### src/hdl/oots_pkg.sv
// Package for the on/off traffic source bank: codes, structs and the LFSR step function.
package oots_pkg;

  // Default bank geometry and draw settings.
  localparam int NumSourcesDef   = 64;
  localparam int MaxDrawsDef     = 256;
  localparam int FractionBitsDef = 16;

  // Threshold registers are 16-bit fractions.
  localparam int ThreshBits = 16;

  // Fixed register widths.
  localparam int CfgIdxW   = 3;
  localparam int CfgDataW  = 64;
  localparam int SrcCountW = 7;
  localparam int IdxW      = 6;
  localparam int PatternW  = 64;
  localparam int StatusW   = 2;

  // Galois LFSR, x^32+x^22+x^2+x+1, right shifting.
  localparam logic [31:0] LfsrToggle = 32'h8020_0003;
  localparam int LfsrStepsPerCycle   = 8;
  localparam int LfsrStepW           = 4;

  typedef enum logic [CfgIdxW-1:0] {
    CFG_LEAVE   = 3'd0,
    CFG_ENTER   = 3'd1,
    CFG_EXT     = 3'd2,
    CFG_SOURCES = 3'd3,
    CFG_PATTERN = 3'd4,
    CFG_SEED    = 3'd5
  } cfg_reg_e;

  typedef enum logic [StatusW-1:0] {
    STATUS_OFF        = 2'd0,
    STATUS_ON         = 2'd1,
    STATUS_ON_CHANGED = 2'd2
  } status_e;

  typedef enum logic [1:0] {
    ST_IDLE,
    ST_READ,
    ST_DRAW,
    ST_FINISH
  } ctrl_state_e;

  // Control of the source memory.
  typedef struct packed {
    logic rd_en;
    logic we;
    logic restore;
  } mem_ctrl_t;

  // Control and status of the draw unit.
  typedef struct packed {
    logic start;
    logic load;
  } drw_ctrl_t;

  typedef struct packed {
    logic busy;
    logic done;
  } drw_stat_t;

  // Advance the LFSR by n steps, n at most LfsrStepsPerCycle.
  function automatic logic [31:0] lfsr_adv(logic [31:0] s, logic [LfsrStepW-1:0] n);
    logic [31:0] r;
    r = s;
    for (int k = 0; k < LfsrStepsPerCycle; k++) begin
      if (LfsrStepW'(k) < n) begin
        r = r[0] ? ({1'b0, r[31:1]} ^ LfsrToggle) : {1'b0, r[31:1]};
      end
    end
    return r;
  endfunction

endpackage

### src/hdl/on_off_traffic_source_bank_unit.sv
// Top level of the on/off traffic source bank: configuration, control sequencer, result register.
//
// A bank of two-state Markov on/off sources, one bit each, held in a synchronous memory
// of min(NUM_SOURCES, 64) one-bit entries. An inject word (tuser 0) names a source in
// tdata; the block reads its bit, draws a FRACTION_BITS fraction from a 32-bit Galois
// LFSR and writes the new bit back. An on source stays on when the draw is at least
// leave_threshold; an off source turns on when the draw is below enter_threshold. With
// extended_mode set the block keeps drawing until a draw leaves the bit unchanged or
// MAX_DRAWS draws are made, and reports "on after change" if the source ends on and any
// draw turned it on. A restore word (tuser 1) reloads initial_pattern and generator_seed
// and returns a result word of zeros; a source at or above sources_in_use (or the bank
// size) returns the invalid flag and changes nothing. New pattern and seed values take
// effect at the next restore; thresholds and mode apply at once. Restore costs no sweep:
// entries carry written-since-restore marks and unmarked entries read from a snapshot of
// the pattern. An inject runs from accept through ST_READ, where the stored bit is
// taken and the first draw starts, and ST_DRAW, where the LFSR advances up to eight steps
// per cycle, to ST_FINISH; restore and invalid words go straight to ST_FINISH.
// One word is worked at a time; a new word is taken while the previous result waits in
// the output register, and the block holds at its end if that result is still not taken.
module on_off_traffic_source_bank_unit
  import oots_pkg::*;
#(
  parameter int NUM_SOURCES   = NumSourcesDef,
  parameter int MAX_DRAWS     = MaxDrawsDef,
  parameter int FRACTION_BITS = FractionBitsDef
) (
  input  logic                clk_i,
  input  logic                rst_ni,
  // Configuration write port.
  input  logic                cfg_we_i,
  input  logic [CfgIdxW-1:0]  cfg_index_i,
  input  logic [CfgDataW-1:0] cfg_wdata_i,
  // Request stream.
  input  logic                s_axis_tvalid_i,
  output logic                s_axis_tready_o,
  input  logic [7:0]          s_axis_tdata_i,   // [5:0] source_index, [7:6] zero
  input  logic                s_axis_tuser_i,   // [0] mode
  // Result stream.
  output logic                m_axis_tvalid_o,
  input  logic                m_axis_tready_i,
  output logic [7:0]          m_axis_tdata_o    // [1:0] injection_status, [2] source_invalid,
                                                // [3] draw_limit_hit, [7:4] zero
);

  // Only indices below 64 can be named, so deeper entries would never be touched.
  localparam int SrcDepth = (NUM_SOURCES < 64) ? NUM_SOURCES : 64;
  localparam int SrcAw    = (SrcDepth > 1) ? $clog2(SrcDepth) : 1;
  localparam int DrawCntW = (MAX_DRAWS > 1) ? $clog2(MAX_DRAWS) : 1;
  localparam int ScW      = FRACTION_BITS + ThreshBits;

  // Configuration registers.
  logic [ThreshBits-1:0] leave_q;
  logic [ThreshBits-1:0] enter_q;
  logic                  ext_q;
  logic [SrcCountW-1:0]  sources_q;
  logic [PatternW-1:0]   pattern_q;
  logic [31:0]           seed_q;

  always_ff @(posedge clk_i or negedge rst_ni) begin
    if (!rst_ni) begin
      leave_q   <= '0;
      enter_q   <= '0;
      ext_q     <= 1'b0;
      sources_q <= SrcCountW'(64);
      pattern_q <= '0;
      seed_q    <= 32'd1;
    end else if (cfg_we_i) begin
      unique case (cfg_reg_e'(cfg_index_i))
        CFG_LEAVE:   leave_q   <= cfg_wdata_i[ThreshBits-1:0];
        CFG_ENTER:   enter_q   <= cfg_wdata_i[ThreshBits-1:0];
        CFG_EXT:     ext_q     <= cfg_wdata_i[0];
        CFG_SOURCES: sources_q <= cfg_wdata_i[SrcCountW-1:0];
        CFG_PATTERN: pattern_q <= cfg_wdata_i[PatternW-1:0];
        CFG_SEED:    seed_q    <= cfg_wdata_i[31:0];
        default:     ;  // drop writes beyond the register list
      endcase
    end
  end

  // Sequencer and work registers.
  ctrl_state_e           state_q, state_d;
  logic [IdxW-1:0]       idx_q;
  logic                  wb_q;
  logic                  cur_q;
  logic                  chg_q;
  logic [DrawCntW-1:0]   n_q;
  logic [StatusW-1:0]    res_status_q;
  logic                  res_invalid_q;
  logic                  res_hit_q;
  logic                  m_valid_q;
  logic [7:0]            m_data_q;

  mem_ctrl_t                mem_ctrl;
  drw_ctrl_t                drw_ctrl;
  drw_stat_t                drw_stat;
  logic                     mem_rd;
  logic [FRACTION_BITS-1:0] fraction;

  logic            in_acc;
  logic            req_inv;
  logic            req_inject;
  logic [IdxW-1:0] idx_in;
  logic [ScW-1:0]  d_sc, leave_sc, enter_sc;
  logic            nxt_bit;
  logic            settle;
  logic            at_lim;
  logic            stop;
  logic            chg_nxt;
  logic            out_free;

  assign idx_in   = s_axis_tdata_i[IdxW-1:0];
  assign in_acc   = s_axis_tvalid_i && s_axis_tready_o;
  // A count above the bank acts as the bank size; zero makes every source invalid.
  assign req_inv  = ({1'b0, idx_in} >= sources_q) || (int'(idx_in) >= NUM_SOURCES);
  assign req_inject = !s_axis_tuser_i && !req_inv;

  // Scale draw and thresholds to a common denominator so the compare is exact.
  assign d_sc     = {fraction, {ThreshBits{1'b0}}};
  assign leave_sc = {leave_q, {FRACTION_BITS{1'b0}}};
  assign enter_sc = {enter_q, {FRACTION_BITS{1'b0}}};
  assign nxt_bit  = cur_q ? (d_sc >= leave_sc) : (d_sc < enter_sc);
  assign settle   = !ext_q || (nxt_bit == cur_q);
  assign at_lim   = (n_q == DrawCntW'(MAX_DRAWS - 1));
  assign stop     = settle || at_lim;
  assign chg_nxt  = chg_q || (!cur_q && nxt_bit);
  assign out_free = !m_valid_q || m_axis_tready_i;

  // Next state.
  always_comb begin
    state_d = state_q;
    unique case (state_q)
      ST_IDLE: begin
        if (in_acc) begin
          state_d = req_inject ? ST_READ : ST_FINISH;
        end
      end
      ST_READ: begin
        state_d = ST_DRAW;
      end
      ST_DRAW: begin
        if (drw_stat.done && stop) begin
          state_d = ST_FINISH;
        end
      end
      ST_FINISH: begin
        if (out_free) begin
          state_d = ST_IDLE;
        end
      end
      default: state_d = ST_IDLE;
    endcase
  end

  // Sequencer outputs.
  always_comb begin
    s_axis_tready_o  = (state_q == ST_IDLE);
    mem_ctrl.rd_en   = in_acc && req_inject;
    mem_ctrl.restore = in_acc && s_axis_tuser_i;
    mem_ctrl.we      = (state_q == ST_FINISH) && out_free && wb_q;
    drw_ctrl.load    = in_acc && s_axis_tuser_i;
    // Chain the next draw straight off the one just finished.
    drw_ctrl.start   = (state_q == ST_READ) ||
                       ((state_q == ST_DRAW) && drw_stat.done && !stop);
  end

  always_ff @(posedge clk_i or negedge rst_ni) begin
    if (!rst_ni) begin
      state_q <= ST_IDLE;
    end else begin
      state_q <= state_d;
    end
  end

  // Work registers: no reset needed, each is loaded before it is used.
  always_ff @(posedge clk_i) begin
    case (state_q)
      ST_IDLE: begin
        if (in_acc) begin
          idx_q         <= idx_in;
          wb_q          <= req_inject;
          res_status_q  <= STATUS_OFF;
          res_invalid_q <= req_inv && !s_axis_tuser_i;
          res_hit_q     <= 1'b0;
        end
      end
      ST_READ: begin
        cur_q <= mem_rd;
        chg_q <= 1'b0;
        n_q   <= '0;
      end
      ST_DRAW: begin
        if (drw_stat.done) begin
          cur_q <= nxt_bit;
          chg_q <= chg_nxt;
          if (stop) begin
            if (!nxt_bit) begin
              res_status_q <= STATUS_OFF;
            end else if (ext_q && chg_nxt) begin
              res_status_q <= STATUS_ON_CHANGED;
            end else begin
              res_status_q <= STATUS_ON;
            end
            res_hit_q <= ext_q && (nxt_bit != cur_q);
          end else begin
            n_q <= n_q + DrawCntW'(1);
          end
        end
      end
      default: ;
    endcase
  end

  // Output register: load at the end of a word, hold while the sink stalls.
  always_ff @(posedge clk_i or negedge rst_ni) begin
    if (!rst_ni) begin
      m_valid_q <= 1'b0;
    end else if ((state_q == ST_FINISH) && out_free) begin
      m_valid_q <= 1'b1;
    end else if (m_axis_tready_i) begin
      m_valid_q <= 1'b0;
    end
  end

  always_ff @(posedge clk_i) begin
    if ((state_q == ST_FINISH) && out_free) begin
      m_data_q <= {4'b0000, res_hit_q, res_invalid_q, res_status_q};
    end
  end

  assign m_axis_tvalid_o = m_valid_q;
  assign m_axis_tdata_o  = m_data_q;

  oots_src_mem #(
    .Depth (SrcDepth),
    .Aw    (SrcAw)
  ) u_mem (
    .clk_i     (clk_i),
    .rst_ni    (rst_ni),
    .ctrl_i    (mem_ctrl),
    .addr_i    ((state_q == ST_IDLE) ? idx_in[SrcAw-1:0] : idx_q[SrcAw-1:0]),
    .wdata_i   (cur_q),
    .pattern_i (pattern_q[SrcDepth-1:0]),
    .rdata_o   (mem_rd)
  );

  oots_draw #(
    .FractionBits (FRACTION_BITS)
  ) u_draw (
    .clk_i      (clk_i),
    .rst_ni     (rst_ni),
    .ctrl_i     (drw_ctrl),
    .seed_i     (seed_q),
    .stat_o     (drw_stat),
    .fraction_o (fraction)
  );

`ifndef SYNTH
  // The LFSR does not advance whenever a new word may be taken.
  assert property (@(posedge clk_i) disable iff (!rst_ni)
    s_axis_tready_o |-> !drw_stat.busy)
    else $error("draw unit busy while idle");

  // A result appears only out of the finishing state.
  assert property (@(posedge clk_i) disable iff (!rst_ni)
    $rose(m_axis_tvalid_o) |-> $past(state_q == ST_FINISH))
    else $error("result raised outside the finishing state");

  // Write-back happens only for a valid inject.
  assert property (@(posedge clk_i) disable iff (!rst_ni)
    mem_ctrl.we |-> (wb_q && !res_invalid_q))
    else $error("memory write for a word without write-back");
`endif

endmodule

### src/hdl/oots_src_mem.sv
// On/off bit store: synchronous memory plus restore snapshot and written-since-restore marks.
module oots_src_mem
  import oots_pkg::*;
#(
  parameter int Depth = 64,
  parameter int Aw    = 6
) (
  input  logic             clk_i,
  input  logic             rst_ni,
  input  mem_ctrl_t        ctrl_i,
  input  logic [Aw-1:0]    addr_i,
  input  logic             wdata_i,
  input  logic [Depth-1:0] pattern_i,
  output logic             rdata_o
);

  logic             mem_q [Depth];
  logic             mem_rd_q;
  logic [Aw-1:0]    addr_q;
  logic [Depth-1:0] valid_q;
  logic [Depth-1:0] snap_q;

  // Write port and registered read port.
  always_ff @(posedge clk_i) begin
    if (ctrl_i.we) begin
      mem_q[addr_i] <= wdata_i;
    end
    if (ctrl_i.rd_en) begin
      mem_rd_q <= mem_q[addr_i];
      addr_q   <= addr_i;
    end
  end

  // A restore drops every mark; an unmarked entry reads from the snapshot.
  always_ff @(posedge clk_i or negedge rst_ni) begin
    if (!rst_ni) begin
      valid_q <= '0;
      snap_q  <= '0;
    end else if (ctrl_i.restore) begin
      valid_q <= '0;
      snap_q  <= pattern_i;
    end else if (ctrl_i.we) begin
      valid_q[addr_i] <= 1'b1;
    end
  end

  assign rdata_o = valid_q[addr_q] ? mem_rd_q : snap_q[addr_q];

endmodule

### src/hdl/oots_draw.sv
// Draw unit: the 32-bit LFSR advanced a few steps per cycle until one fraction is drawn.
module oots_draw
  import oots_pkg::*;
#(
  parameter int FractionBits = 16
) (
  input  logic                    clk_i,
  input  logic                    rst_ni,
  input  drw_ctrl_t               ctrl_i,
  input  logic [31:0]             seed_i,
  output drw_stat_t               stat_o,
  output logic [FractionBits-1:0] fraction_o
);

  localparam int RemW = $clog2(FractionBits + 1);

  logic [31:0]          lfsr_q;
  logic [RemW-1:0]      rem_q;
  logic                 busy_q;
  logic                 done_q;
  logic [LfsrStepW-1:0] step;

  always_comb begin
    if (rem_q > RemW'(LfsrStepsPerCycle)) begin
      step = LfsrStepW'(LfsrStepsPerCycle);
    end else begin
      step = LfsrStepW'(rem_q);
    end
  end

  always_ff @(posedge clk_i or negedge rst_ni) begin
    if (!rst_ni) begin
      lfsr_q <= 32'd1;
      rem_q  <= '0;
      busy_q <= 1'b0;
      done_q <= 1'b0;
    end else begin
      done_q <= 1'b0;
      if (ctrl_i.load) begin
        // Lift a zero seed to one so the register never locks up.
        lfsr_q <= (seed_i == 32'd0) ? 32'd1 : seed_i;
      end else if (ctrl_i.start) begin
        busy_q <= 1'b1;
        rem_q  <= RemW'(FractionBits);
      end else if (busy_q) begin
        lfsr_q <= lfsr_adv(lfsr_q, step);
        rem_q  <= rem_q - RemW'(step);
        if (rem_q == RemW'(step)) begin
          busy_q <= 1'b0;
          done_q <= 1'b1;
        end
      end
    end
  end

  assign stat_o.busy = busy_q;
  assign stat_o.done = done_q;
  assign fraction_o  = lfsr_q[FractionBits-1:0];

endmodule
### config.mk
export PLATFORM = sky130hd
export DESIGN_NAME = on_off_traffic_source_bank_unit
export DESIGN_NICKNAME = d
export VERILOG_FILES = /design/src/hdl/oots_pkg.sv /design/src/hdl/on_off_traffic_source_bank_unit.sv /design/src/hdl/oots_src_mem.sv /design/src/hdl/oots_draw.sv
export SDC_FILE = /design/constraint.sdc
export NUM_CORES = 1
export LEC_CHECK = 0
export ABC_AREA = 1
export ABC_CLOCK_PERIOD_IN_PS = 6900
export BUFFER_PORTS_ARGS = -buffer_cell sky130_fd_sc_hd__buf_2
export CORE_UTILIZATION = 60
export CTS_CLUSTER_DIAMETER = 120
export DETAILED_ROUTE_END_ITERATION = 10
export PLACE_DENSITY_LB_ADDON = 0.15
export RECOVER_POWER = 100
export SLEW_MARGIN = 20
export SYNTH_ARGS = -nofsm -noshare
export SYNTH_HDL_FRONTEND = slang
export SYNTH_SLANG_ARGS = --single-unit
### constraint.sdc
create_clock -name clk_i -period 6.9 [get_ports clk_i]
set_clock_uncertainty 0.05 [all_clocks]
set_input_delay 0.69 -clock clk_i [delete_from_list [all_inputs] [get_ports clk_i]]
set_output_delay 0.69 -clock clk_i [all_outputs]
set_load 0.02 [all_outputs]
==> metrics <==
dpl cells=3077; TritonCTS Buffers=43; drt first-iter violations=1730; count of cell types in the netlist=57; Setup TNS Final=0 ns; IO Count=a little over 90; Multi-input gate area=between 9000 and 10000 um2; min Tclk post-route=5.254 ns; worst flop-to-flop path startpoint=u_draw.rem_q[4]$_DFFE_PN0P_; Die Wd=189.9 um; LEAKAGE=~11 nW; CP max FO=between 40 and 50; PwrDens=approximately 540 nW/um2; FMAX=around 0.19 GHz; CORE AREA=approximately 35000 um2; Startpoint Class=register; clock edge transition at the registers on the reported setup and hold paths=0.06 ns; R2R setup slack=roughly 1.6 ns; most common cell after layout, fill and taps aside=nand2_1; RSZ-0062 raised after global routing=no; Final Util=0.6691; hold_sp=s_axis_tdata_i[0]; critical path data required time=~7.3 ns; fill cell count=2905; Pins Over Slew Limit=460; Final HPWL DP=34830 um; vias in the first global route=roughly 17000; final hold slack=between 0.2 and 0.3 ns; initial antenna violation count=0; via count=18160; Post-synth EDFFs=96; H-tree levels=2; nets@finish=2791; Num Clock Sinks=402; root buffer cell=clkbuf_16; Detailed Routing Iterations Pass 1=5; Worst IR Drop VDD=0.0004458 V; hold crit path type=in -> reg; # rows=68; Cell Area, Synth=21180 um2; CTS tree=built; Initial Utilization=0.6118; global-route usage over all layers=0.3073; worst skew pair latency=approximately 0.54 ns; sequential area share after synthesis=0.4977; setup violators final=0; global-route wire length before repair=about 90000 um; Gate Count Post-Synth=approximately 2700; final hold violation count=0; Reg area=around 11000 um2; antenna viol nets, final=0; Final Non-Filler Cells=about 3200; worst endpoint data arrival time=5.67 ns; Synth async-reset ratio=0.7612; crit share post-route=0.7614; mean post-synth cell area=around 8 um2; post-synthesis register bit count=402; Most used DFF post-synth=dfrtp_1; chip height=about 190 um; Via density=around 5.8; area added between synthesis and finish=9.379%; I/O Buffers=84; MaxCap Viol Count=7; most frequent cells in the layout=660 x nand2_1, 407 x nor2_1, 303 x dfrtp_1; Final GP Congestion=0.9093; Diodes inserted=0; Critical Path Start=u_draw.rem_q[4]$_DFFE_PN0P_; largest net degree at the start of global routing=180; violated checks=max-capacitance violations, max-slew violations; total routed wirelength=53900 um; grt ovf=0; # DRC=0; slew margin rel.=-1.458; Max Root-Sink Buffers=3; yosys warns=0; Post-CTS Resized=0; WL per Instance=around 17 um; hold_buf cts=0; die area=around 36000 um2; Worst-Margin Slew=approximately 3.7 ns; post-CTS setup buffers=0; Worst setup EP type=register; status=finished with violations; critical path class=reg -> reg; layout cells sized above 1=0.09182
-- through the flow --
step	total power, mW	cell area [um2]	setup slack, ns
after floorplan	8.527	21200	3.976
after global placement	9.751	21730	2.464
after detailed placement	9.939	21730	2.333
after CTS	12.39	23230	2.312
after global routing	13.47	23170	1.205
final	12.42	23170	1.646
-- cell usage after synthesis, drive strengths merged (3+ instances only) --
| library cell | n | share of area |
|---|---|---|
| a211oi | 3 | 0.0011 |
| a21oi | 65 | 0.016 |
| a31oi | 24 | 0.0071 |
| buf | 49 | 0.014 |
| clkbuf | 96 | 0.017 |
| dfrtp | 303 | 0.36 |
| dfstp | 3 | 0.0037 |
| edfxtp | 96 | 0.14 |
| ha | 43 | 0.025 |
| inv | 235 | 0.042 |
| mux2 | 16 | 0.0085 |
| mux2i | 3 | 0.0014 |
| nand2 | 679 | 0.12 |
| nand3 | 81 | 0.022 |
| nand4 | 13 | 0.0038 |
| nor2 | 413 | 0.076 |
| nor3 | 4 | 0.00095 |
| nor4 | 6 | 0.0018 |
| o2111ai | 4 | 0.0017 |
| o211ai | 29 | 0.010 |
| o21a | 9 | 0.0032 |
| o21ai | 397 | 0.096 |
| o221a | 6 | 0.0032 |
| o221ai | 9 | 0.0037 |
| o22ai | 35 | 0.010 |
| or2 | 8 | 0.0024 |
| xnor2 | 4 | 0.0017 |
| xor2 | 9 | 0.0037 |
-- layer usage --
metal | global-route usage | vias up | wire length [um]
met1 | 0.4401 | 8627 | 23620
li1 | - | 8747 | -
met2 | 0.4848 | 688 | 24680
met4 | 0.09584 | 0 | 1268
met3 | 0.04427 | 99 | 4331
met5 | 0 | - | 0
-- worst max-delay path, cell delays in order, from the launching register on --
cell and delay, ns:
dfrtp_1 0.50, inv_1 0.07, nand2_1 0.06, buf_4 0.31, clkinv_1 0.54, o21ai_2 0.18
buf_4 0.43, nand2_1 0.61, inv_1 0.59, clkbuf_1 0.90, nand3_2 0.21, inv_1 0.12
nand3_2 0.09, nand2_2 0.10, nand2_1 0.06, nand3_1 0.06, nand3_1 0.12, a21oi_1 0.17
-- kinds of logic after synthesis --
group / share of synthesized area
flip-flops: 0.4977
XOR/XNOR: 0.005375
multiplexers: 0.009923
AND/OR/NAND/NOR: 0.2305
adder cells (fa/ha/maj): 0.02540
buffers and inverters: 0.07247
AO/OA/AOI/OAI: 0.1583
other: 0.0003545
-- registers in the layout (all words and copies together) (netlist names), 2 cells and up --
register        count
pattern_q          64
u_mem.mem_q        64
u_mem.snap_q       64
u_mem.valid_q      64
seed_q             32
u_draw.lfsr_q      32
enter_q            16
leave_q            16
n_q                 8
sources_q           7
idx_q               6
u_mem.addr_q        6
u_draw.rem_q        5
m_axis_tdata_o      4
res_status_q        2
state_q             2
-- worst paths after layout --
check / endpoint / cells past startpoint
max reg2reg: u_draw.lfsr_q[1]$_DFFE_PN0P_ / 17
min: idx_q[0]$_DFFE_PP_ / 1
max: u_draw.lfsr_q[1]$_DFFE_PN0P_ / 17
max in group asynchronous: pattern_q[32]$_DFFE_PN0P_ / 2
min in group asynchronous: u_mem.valid_q[51]$_DFFE_PN0P_ / 1
min reg2reg: m_axis_tdata_o[3]$_DFFE_PP_ / 0
-- final cells by class --
cell class                      instances  area share
Clock buffer                           62     0.05573
Clock inverter                         17    0.009018
Inverter                              236     0.03839
Multi-Input combinational cell       1880      0.3938
Sequential cell                       402      0.4550
Tap cell                              455     0.02457
Timing Repair Buffer                  104     0.02349
-- where the power goes --
part / total, mW / leakage, nW / switching (mW) / internal (mW)
sequential: 3.53 / 4.74 / 0.413 / 3.12
clock: 2.42 / 0.736 / 0.959 / 1.46
combinational: 6.47 / 5.50 / 4.37 / 2.11
(Power assumes the default switching activity.)
